**config.mk**
```make
export PLATFORM = sky130hd
export DESIGN_NAME = ring_buffer_fifo_unit_flat
export DESIGN_NICKNAME = d
export VERILOG_FILES = /design/src/rtl/core/rbf_pkg.sv /design/src/rtl/core/rbf_if.sv /design/src/rtl/core/rbf_ram.sv /design/src/rtl/core/ring_buffer_fifo_unit.sv /design/src/flat_wrapper.sv
export VERILOG_INCLUDE_DIRS = /design/src /design/src/rtl/core
export SDC_FILE = /design/constraint.sdc
export NUM_CORES = 1
export LEC_CHECK = 0
export BUFFER_PORTS_ARGS = -buffer_cell sky130_fd_sc_hd__clkbuf_2
export CORE_ASPECT_RATIO = 1.25
export CORE_MARGIN = 5
export CORE_UTILIZATION = 28
export DETAILED_ROUTE_END_ITERATION = 12
export GPL_TIMING_DRIVEN = 1
export MAX_ROUTING_LAYER = met4
export SLEW_MARGIN = 20
export SYNTH_ARGS = -nofsm -noshare
export SYNTH_HDL_FRONTEND = slang
export SYNTH_SLANG_ARGS = --single-unit
```
**constraint.sdc**
```tcl
create_clock -name clk -period 16.8 [get_ports clk]
set_clock_uncertainty 0.15 [all_clocks]
set_input_delay 0 -clock clk [delete_from_list [all_inputs] [get_ports clk]]
set_output_delay 0 -clock clk [all_outputs]
set_load 0.02 [all_outputs]
```
**src/rtl/core/ring_buffer_fifo_unit_defines.svh**
```systemverilog
// Assertion macros for the ring buffer FIFO.
// Define ASSERT_OFF to compile the checks out.
`ifndef RING_BUFFER_FIFO_UNIT_DEFINES_SVH
`define RING_BUFFER_FIFO_UNIT_DEFINES_SVH

`ifndef ASSERT_OFF

// Same-cycle implication.
`define RBF_ASSERT_IMP(lbl, clk_s, rst_s, ante, cons) \
  lbl: assert property (@(posedge clk_s) disable iff (rst_s) (ante) |-> (cons)) \
    else $error("ring buffer FIFO check failed");

// Next-cycle implication.
`define RBF_ASSERT_NXT(lbl, clk_s, rst_s, ante, cons) \
  lbl: assert property (@(posedge clk_s) disable iff (rst_s) (ante) |=> (cons)) \
    else $error("ring buffer FIFO check failed");

`else

`define RBF_ASSERT_IMP(lbl, clk_s, rst_s, ante, cons)
`define RBF_ASSERT_NXT(lbl, clk_s, rst_s, ante, cons)

`endif

`endif

```
**src/rtl/core/rbf_pkg.sv**
```systemverilog
`timescale 1ns / 1ps
`default_nettype none

package rbf_pkg;

  localparam int SLOT_COUNT = 16;
  localparam int WORD_BITS  = 32;
  localparam int IDX_W      = $clog2(SLOT_COUNT);
  localparam int CAP_W      = 4;
  localparam int CNT_W      = 4;
  localparam int CMD_W      = 2;

  localparam logic [CAP_W-1:0] CAP_RESET = CAP_W'(15);

  typedef enum logic [CMD_W-1:0] {
    CMD_PUSH  = 2'd0,
    CMD_POP   = 2'd1,
    CMD_DRAIN = 2'd2,
    CMD_COUNT = 2'd3
  } cmd_t;

  typedef struct packed {
    logic                 ok;
    logic [WORD_BITS-1:0] read_data;
    logic                 last;
    logic [CNT_W-1:0]     drained_count;
    logic [CNT_W-1:0]     items_in_queue;
    logic                 queue_empty;
  } res_t;

endpackage

`default_nettype wire

```
**src/rtl/core/rbf_if.sv**
```systemverilog
`timescale 1ns / 1ps
`default_nettype none

interface rbf_in_if;
  logic                          valid;
  logic                          ready;
  logic [rbf_pkg::CMD_W-1:0]     cmd;
  logic [rbf_pkg::WORD_BITS-1:0] push_data;
  logic [rbf_pkg::CNT_W-1:0]     max_items;

  modport source (output valid, cmd, push_data, max_items, input ready);
  modport sink   (input valid, cmd, push_data, max_items, output ready);
endinterface

interface rbf_out_if;
  logic                          valid;
  logic                          ready;
  logic                          ok;
  logic [rbf_pkg::WORD_BITS-1:0] read_data;
  logic                          last;
  logic [rbf_pkg::CNT_W-1:0]     drained_count;
  logic [rbf_pkg::CNT_W-1:0]     items_in_queue;
  logic                          queue_empty;

  modport source (output valid, ok, read_data, last, drained_count, items_in_queue,
                  queue_empty, input ready);
  modport sink   (input valid, ok, read_data, last, drained_count, items_in_queue,
                  queue_empty, output ready);
endinterface

`default_nettype wire

```
**src/rtl/core/rbf_ram.sv**
```systemverilog
`timescale 1ns / 1ps
`default_nettype none

module rbf_ram #(
  parameter int DEPTH = 16,
  parameter int WIDTH = 32
) (
  input  logic                     clk,
  input  logic                     we,
  input  logic [$clog2(DEPTH)-1:0] waddr,
  input  logic [WIDTH-1:0]         wdata,
  input  logic                     re,
  input  logic [$clog2(DEPTH)-1:0] raddr,
  output logic [WIDTH-1:0]         rdata
);

  logic [WIDTH-1:0] mem [DEPTH];

  always_ff @(posedge clk) begin
    if (we) begin
      mem[waddr] <= wdata;
    end
  end

  // Read data holds until the next read.
  always_ff @(posedge clk) begin
    if (re) begin
      rdata <= mem[raddr];
    end
  end

endmodule

`default_nettype wire

```
**src/rtl/core/ring_buffer_fifo_unit.sv**
```systemverilog
`timescale 1ns / 1ps
`default_nettype none
`include "ring_buffer_fifo_unit_defines.svh"

// Channel   Dir  Payload                                        Transfer
// req       in   cmd, push_data, max_items                      valid & ready
// rsp       out  ok, read_data, last, drained_count,            valid & ready
//                items_in_queue, queue_empty
// cfg       in   cfg_data (capacity)                            cfg_we
//
// Push, failed pop/drain and count: the result goes straight into the output register when it is free.
// Pop: the slot RAM read is registered, then the word is loaded into the output register.
// Drain of n words: one RAM read and one result per cycle while rsp is not stalled.
// Reset (synchronous) empties the ring and sets capacity to 15; slot contents stay.
// A stalled rsp holds the output register; req waits only while a command is in work.

module ring_buffer_fifo_unit (
  input  logic                      clk,
  input  logic                      rst,
  input  logic                      cfg_we,
  input  logic [rbf_pkg::CAP_W-1:0] cfg_data,
  rbf_in_if.sink                    req,
  rbf_out_if.source                 rsp
);

  localparam int NW = rbf_pkg::IDX_W + 1;

  typedef enum logic [1:0] {S_IDLE, S_READ, S_EMIT} state_t;

  function automatic logic [rbf_pkg::IDX_W-1:0] adv(
    input logic [rbf_pkg::IDX_W-1:0] idx,
    input logic [NW-1:0]             n
  );
    logic [NW-1:0] nx;
    nx = NW'(idx) + NW'(1);
    return (nx >= n) ? '0 : nx[rbf_pkg::IDX_W-1:0];
  endfunction

  function automatic logic [rbf_pkg::CNT_W-1:0] stored(
    input logic [rbf_pkg::IDX_W-1:0] r,
    input logic [rbf_pkg::IDX_W-1:0] w,
    input logic [NW-1:0]             n
  );
    logic [NW-1:0] d;
    if (w >= r) begin
      d = NW'(w) - NW'(r);
    end else begin
      d = n - NW'(r) + NW'(w);
    end
    return rbf_pkg::CNT_W'(d);
  endfunction

  state_t                        state;
  logic [rbf_pkg::CAP_W-1:0]     capacity;
  logic [rbf_pkg::IDX_W-1:0]     rd_idx;
  logic [rbf_pkg::IDX_W-1:0]     wr_idx;
  logic [rbf_pkg::CNT_W-1:0]     cnt;
  logic [rbf_pkg::CNT_W-1:0]     max_lat;
  logic                          is_drain;
  rbf_pkg::res_t                 held;
  rbf_pkg::res_t                 result;
  logic                          out_valid;

  logic [NW-1:0]                 ring_n;
  logic [NW-1:0]                 cap_plus;
  logic                          full;
  logic                          empty;
  logic                          accept;
  logic                          out_free;
  logic                          load_out;
  rbf_pkg::cmd_t                 cmd;
  logic                          needs_read;
  logic                          mem_we;
  logic                          mem_re;
  logic [rbf_pkg::WORD_BITS-1:0] mem_rdata;
  logic [rbf_pkg::IDX_W-1:0]     rd_idx_next;
  logic [rbf_pkg::IDX_W-1:0]     wr_idx_next;
  logic                          rd_last;
  rbf_pkg::res_t                 imm_res;
  rbf_pkg::res_t                 rd_res;
  logic                          idx_ok;

  assign cap_plus = NW'(capacity) + NW'(1);
  assign ring_n   = (cap_plus > NW'(rbf_pkg::SLOT_COUNT)) ? NW'(rbf_pkg::SLOT_COUNT) : cap_plus;
  assign full     = (adv(wr_idx, ring_n) == rd_idx);
  assign empty    = (rd_idx == wr_idx);

  assign req.ready = (state == S_IDLE);
  assign accept    = req.valid && req.ready;
  assign out_free  = !out_valid || rsp.ready;
  assign cmd       = rbf_pkg::cmd_t'(req.cmd);

  assign needs_read = ((cmd == rbf_pkg::CMD_POP) && !empty) ||
                      ((cmd == rbf_pkg::CMD_DRAIN) && !empty && (req.max_items != '0));

  // Load the output register whenever a result is ready and the slot is free.
  assign load_out = out_free && (((state == S_IDLE) && accept && !needs_read) ||
                                 (state == S_READ) || (state == S_EMIT));

  // Drain stops at max_items or when this pop left the ring empty.
  assign rd_last = !is_drain || (cnt == max_lat) || empty;

  assign mem_we = accept && (cmd == rbf_pkg::CMD_PUSH) && !full;
  assign mem_re = (accept && needs_read) || ((state == S_READ) && out_free && !rd_last);

  assign wr_idx_next = mem_we ? adv(wr_idx, ring_n) : wr_idx;
  assign rd_idx_next = mem_re ? adv(rd_idx, ring_n) : rd_idx;

  always_comb begin
    imm_res                = '0;
    imm_res.last           = 1'b1;
    imm_res.ok             = (cmd == rbf_pkg::CMD_PUSH) ? !full : (cmd == rbf_pkg::CMD_COUNT);
    imm_res.items_in_queue = stored(rd_idx, wr_idx_next, ring_n);
    imm_res.queue_empty    = (imm_res.items_in_queue == '0);
  end

  always_comb begin
    rd_res                = '0;
    rd_res.ok             = 1'b1;
    rd_res.read_data      = mem_rdata;
    rd_res.last           = rd_last;
    rd_res.drained_count  = (is_drain && rd_last) ? cnt : '0;
    rd_res.items_in_queue = stored(rd_idx, wr_idx, ring_n);
    rd_res.queue_empty    = empty;
  end

  rbf_ram #(
    .DEPTH (rbf_pkg::SLOT_COUNT),
    .WIDTH (rbf_pkg::WORD_BITS)
  ) u_slots (
    .clk   (clk),
    .we    (mem_we),
    .waddr (wr_idx),
    .wdata (req.push_data),
    .re    (mem_re),
    .raddr (rd_idx),
    .rdata (mem_rdata)
  );

  always_ff @(posedge clk) begin
    if (rst) begin
      state     <= S_IDLE;
      out_valid <= 1'b0;
      rd_idx    <= '0;
      wr_idx    <= '0;
      capacity  <= rbf_pkg::CAP_RESET;
    end else begin
      out_valid <= load_out || (out_valid && !rsp.ready);
      // A new capacity sets up a fresh, empty ring.
      rd_idx    <= cfg_we ? '0 : rd_idx_next;
      wr_idx    <= cfg_we ? '0 : wr_idx_next;
      if (cfg_we) begin
        capacity <= cfg_data;
      end

      unique case (state)
        S_IDLE: begin
          if (accept) begin
            max_lat  <= req.max_items;
            is_drain <= (cmd == rbf_pkg::CMD_DRAIN);
            cnt      <= rbf_pkg::CNT_W'(1);
            if (needs_read) begin
              state <= S_READ;
            end else if (out_free) begin
              result <= imm_res;
            end else begin
              held  <= imm_res;
              state <= S_EMIT;
            end
          end
        end
        S_READ: begin
          if (out_free) begin
            result <= rd_res;
            if (rd_last) begin
              state <= S_IDLE;
            end else begin
              cnt <= cnt + rbf_pkg::CNT_W'(1);
            end
          end
        end
        S_EMIT: begin
          if (out_free) begin
            result <= held;
            state  <= S_IDLE;
          end
        end
        default: begin
          state <= S_IDLE;
        end
      endcase
    end
  end

  assign rsp.valid          = out_valid;
  assign rsp.ok             = result.ok;
  assign rsp.read_data      = result.read_data;
  assign rsp.last           = result.last;
  assign rsp.drained_count  = result.drained_count;
  assign rsp.items_in_queue = result.items_in_queue;
  assign rsp.queue_empty    = result.queue_empty;

  assign idx_ok = (NW'(rd_idx) < ring_n) && (NW'(wr_idx) < ring_n);

  `RBF_ASSERT_IMP(a_idx_in_ring, clk, rst, 1'b1, idx_ok)
  `RBF_ASSERT_IMP(a_fail_is_last, clk, rst, rsp.valid && !rsp.ok, rsp.last)
  `RBF_ASSERT_IMP(a_count_on_last, clk, rst, rsp.valid && !rsp.last, rsp.drained_count == '0)
  `RBF_ASSERT_NXT(a_no_push_in_read, clk, rst, state == S_READ,
                  (wr_idx == $past(wr_idx)) || $past(cfg_we))

endmodule

`default_nettype wire

```
**src/flat_wrapper.sv**
```systemverilog
// flat-port wrapper written by rule: the top's interface ports become plain ports
module ring_buffer_fifo_unit_flat 
  (clk, rst, cfg_we, cfg_data, req_valid, req_cmd, req_push_data, req_max_items, req_ready, rsp_valid, rsp_ok, rsp_read_data, rsp_last, rsp_drained_count, rsp_items_in_queue, rsp_queue_empty, rsp_ready);
  rbf_in_if req_i ();
  rbf_out_if rsp_i ();
  input  logic clk;
  input  logic rst;
  input  logic cfg_we;
  input  logic [rbf_pkg::CAP_W-1:0] cfg_data;
  input wire logic [$bits(req_i.valid)-1:0] req_valid;
  input wire logic [$bits(req_i.cmd)-1:0] req_cmd;
  input wire logic [$bits(req_i.push_data)-1:0] req_push_data;
  input wire logic [$bits(req_i.max_items)-1:0] req_max_items;
  output wire logic [$bits(req_i.ready)-1:0] req_ready;
  output wire logic [$bits(rsp_i.valid)-1:0] rsp_valid;
  output wire logic [$bits(rsp_i.ok)-1:0] rsp_ok;
  output wire logic [$bits(rsp_i.read_data)-1:0] rsp_read_data;
  output wire logic [$bits(rsp_i.last)-1:0] rsp_last;
  output wire logic [$bits(rsp_i.drained_count)-1:0] rsp_drained_count;
  output wire logic [$bits(rsp_i.items_in_queue)-1:0] rsp_items_in_queue;
  output wire logic [$bits(rsp_i.queue_empty)-1:0] rsp_queue_empty;
  input wire logic [$bits(rsp_i.ready)-1:0] rsp_ready;
  assign req_i.valid = req_valid;
  assign req_i.cmd = req_cmd;
  assign req_i.push_data = req_push_data;
  assign req_i.max_items = req_max_items;
  assign req_ready = req_i.ready;
  assign rsp_valid = rsp_i.valid;
  assign rsp_ok = rsp_i.ok;
  assign rsp_read_data = rsp_i.read_data;
  assign rsp_last = rsp_i.last;
  assign rsp_drained_count = rsp_i.drained_count;
  assign rsp_items_in_queue = rsp_i.items_in_queue;
  assign rsp_queue_empty = rsp_i.queue_empty;
  assign rsp_i.ready = rsp_ready;
  ring_buffer_fifo_unit u_core (.clk(clk), .rst(rst), .cfg_we(cfg_we), .cfg_data(cfg_data), .req(req_i), .rsp(rsp_i));
endmodule
```
==> metrics.md <==
| Metric | Value |
|---|---|
| Status | finished clean |
| Max_cap viols | 0 |
| Initial antenna violation count | 8 |
| Synthesized flop and latch total | just over 600 |
| Synth Area per Inst | 21.1 µm² |
| Number of synthesized flops with an enable pin | around 600 |
| Period utilisation layout | 0.332 |
| Core area | 87100 µm² |
| Crit end category | flop |
| CP bufs+invs | 2 |
| Simple-gate portion of the synthesized area | 0.0310 |
| HP Start | rst |
| Final min period | ~5600 ps |
| Setup TNS | 0 ps |
| TritonCTS Buffers | 61 |
| Worst Tran Pin Value | 1020 ps |
| Die width | between 200 and 300 µm |
| Startpoint types | flop |
| YS warnings | 0 |
| Clk buf depth | 3 |
| Layout fillers | slightly above 8000 |
| RSZ-0062 raised after global routing | no |
| Largest family of logic cells by synthesized area | multiplexers |
| P_leak | 9.27 nW |
| Worst R2R End | u_core.rsp.queue_empty |
| PnR worst setup slack | about 11000 ps |
| Post-route antenna net violation count | 0 |
| Num rows | 121 |
| Via density | roughly 4.6 |
| Post-route cell area | 29200 µm² |
| Compound-Gate Fraction of Synth Area | 0.0244 |
| First-pass GRT wire length | 82300 µm |
| Multi-input logic area | 5970 µm² |
| Post-synthesis adder-cell area fraction | 0.0221 |
| Seq/Total Area, Yosys | 0.749 |
| Power Total | 3.21 mW |
| Routed WL | 55600 µm |
| Post-synthesis mux area share | 0.151 |
| H-tree depth | 2 |
| Cell area after synthesis | approximately 25000 µm² |
| Die height | 341 µm |
| Power per Cell Area | 110 nW/µm² |
| CP Cell Sequence | ha_1 > xnor2_1 > inv_1 > ha_1 > a21oi_1 > o21ai_0 > or4_1 > o2111ai_2 > o31a_1 > mux2i_1 > ha_1 > inv_1 > fa_1 > a21o_1 > a21o_1 > a21o_1 > and4b_1 > a21oi_1 > o31ai_1 |
| WHS Endpoint | u_core.state[1] |
| Number of global-route vias before repair | 12599 |
| Slew Viols, Final | 0 |
| Starting Density | 0.282 |
| DRC | 0 |
| Clock slew at reported path FFs | roughly 60 ps |
| Final GP Congestion | 0.815 |
| Synth async-reset ratio | 0 |
| CTS tree | built |
| WL/cell | 21.5 µm |
| Critical Path Slowest Stage Cell | dfxtp_1 |
| Commonest non-fill, non-tap cell in the layout | edfxtp_1 |
| Worst skew pair latency | 620 ps |
| Pre-antenna DRT Iters | 5 |
| Hold Path Depth | 3 |
| Final setup violating endpoints | 0 |
| CP top delay family | compound AO/OA/AOI/OAI gates |
| Reg2Reg Setup Slack | ~11000 ps |
| Hold WS | about 150 ps |
| Top achievable clock speed | 0.179 GHz |
| CTS Sinks | 617 |
| Worst vdd ir | 72.4 µV |
| Synth area leader | edfxtp_1 |
| Register area | 18400 µm² |
| Gr ovfl total | 0 |
| Initial DRC count | 877 |
| Post-CTS Resized | 0 |
| R2R cell count | 19 |
| Global-route usage over all layers | 0.120 |
| Commonest cells after routing, fill and taps aside | edfxtp_1, mux4_2, clkbuf_2 |
| Crit path kind | reg -> reg |
| CTS root buf | clkbuf_16 |
| DP HPWL | 29900 µm |
| Final nets | 1444 |
| Worst r2r src | u_core.wr_idx[1] |
| Share of cells above drive strength 1 | 0.286 |
| Worst EP arrival | 5790 ps |
| XOR/XNOR Fraction of Synth Area | 0.00999 |
| Syn Nets | about 1300 |
| Biggest cell delay along the critical path | 580 ps |
| Port bufs | 91 |
| Synth top area share | 0.737 |
| Vias after detailed routing | 11863 |
| # IOs | 92 |
| Yosys cell types | between 50 and 60 |
| Hold Crit Class | in -> reg |
| Synth Instances | 1165 |
| Placed cell areas | around 27000 µm² |
| Total Die Area | 93700 µm² |
| Critical path peak fanout | 10 |
| Slew margin rel. | 0.317 |
| Largest net degree at the start of global routing | 103 |
| Critical Path RT | 17000 ps |
| Area contributors post-synth | edfxtp_1, mux4_2, ha_1 |
| Final Hold Fails | 0 |
| Dominant synthesized flop cell | edfxtp_1 |
| Area added between synthesis and finish | 19.1% |
| Pre-CTS setup slack | around 11000 ps |
==> state kept, by name, summed over array words and instances (netlist names), 2 cells and up <==
register / flops
u_core.capacity: 4
u_core.rd_idx: 4
u_core.rsp.read_data: 32
u_core.rsp.drained_count: 4
u_core.max_lat: 4
u_core.held: 6
u_core.wr_idx: 4
u_core.u_slots.mem: 512
u_core.u_slots.rdata: 32
u_core.cnt: 4
u_core.state: 2
u_core.rsp.items_in_queue: 4
==> Yosys cell counts (all sizes together) (5+ instances only) <==
| library cell | number |
|---|---|
| a21o | 9 |
| a21oi | 25 |
| a22oi | 7 |
| and2 | 36 |
| buf | 22 |
| clkbuf | 30 |
| dfxtp | 15 |
| edfxtp | 602 |
| ha | 37 |
| inv | 29 |
| mux2i | 7 |
| mux4 | 160 |
| nand2 | 29 |
| nand2b | 6 |
| nand3 | 7 |
| nor2 | 32 |
| nor2b | 5 |
| nor3 | 14 |
| o21a | 6 |
| o21ai | 10 |
| xnor2 | 24 |
==> cells by family after synthesis <==
logic type,Yosys count
buffers and inverters,81
AND/OR/NAND/NOR,146
XOR/XNOR,28
AO/OA/AOI/OAI,83
adder cells (fa/ha/maj),41
multiplexers,169
flip-flops,617
==> cell type report <==
| class | instances | share of cell area |
|---|---|---|
| repair buffers | 180 | 0.0444 |
| diodes | 6 | 0.000513 |
| clock buffers | 71 | 0.0535 |
| clock inverters | 44 | 0.0149 |
| multi-input cells | 467 | 0.204 |
| inverters | 29 | 0.00372 |
| well taps | 1168 | 0.0500 |
| flip-flops and latches | 617 | 0.629 |
==> metal layers <==
| layer | GRT usage | share of wire | up-vias |
|---|---|---|---|
| li1 | - | - | 5180 |
| met1 | 0.153 | 0.42 | 6313 |
| met2 | 0.201 | 0.52 | 284 |
| met3 | 0.0204 | 0.046 | 86 |
| met4 | 0.0275 | 0.020 | 0 |
| met5 | - | 0 | - |
==> metrics by stage <==
step	std cells	utilization
after floorplan	1165	-
after global placement	2396	0.305
after detailed placement	2396	0.305
after CTS	2576	0.336
after global routing	2582	0.336
final	2582	0.336
==> worst min-delay path: cells and delay by family <==
kind	cells	cell delay [ps]
buffers and inverters	2	800
AND/OR/NAND/NOR	1	80
==> worst max path at each step <==
stage | to | from | slack [ps] | cells after the start
2_1_floorplan | u_core.u_slots.mem[3][0] | u_core.wr_idx[1] | 11410 | 12
3_3_place_gp | u_core.rsp.queue_empty | u_core.wr_idx[1] | 11470 | 19
3_5_place_dp | u_core.rsp.queue_empty | u_core.wr_idx[1] | 11280 | 19
4_1_cts | u_core.rsp.queue_empty | u_core.wr_idx[1] | 11260 | 19
5_1_grt | u_core.rsp.queue_empty | u_core.wr_idx[1] | 10880 | 19
6_report | u_core.rsp.queue_empty | u_core.wr_idx[1] | 11220 | 19
==> power by group <==
part | leakage (nW) | switching, mW | internal (mW)
Sequential | 5.57 | 0.00764 | 1.71
Combinational | 2.73 | 0.0912 | 0.0551
Clock | 0.973 | 0.586 | 0.765
==> timing repair <==
action,CTS,global route
hold endpoints to repair,557,0
hold buffers,65,0
buffers inserted,0,0
Power figures use the tool's default switching activity.
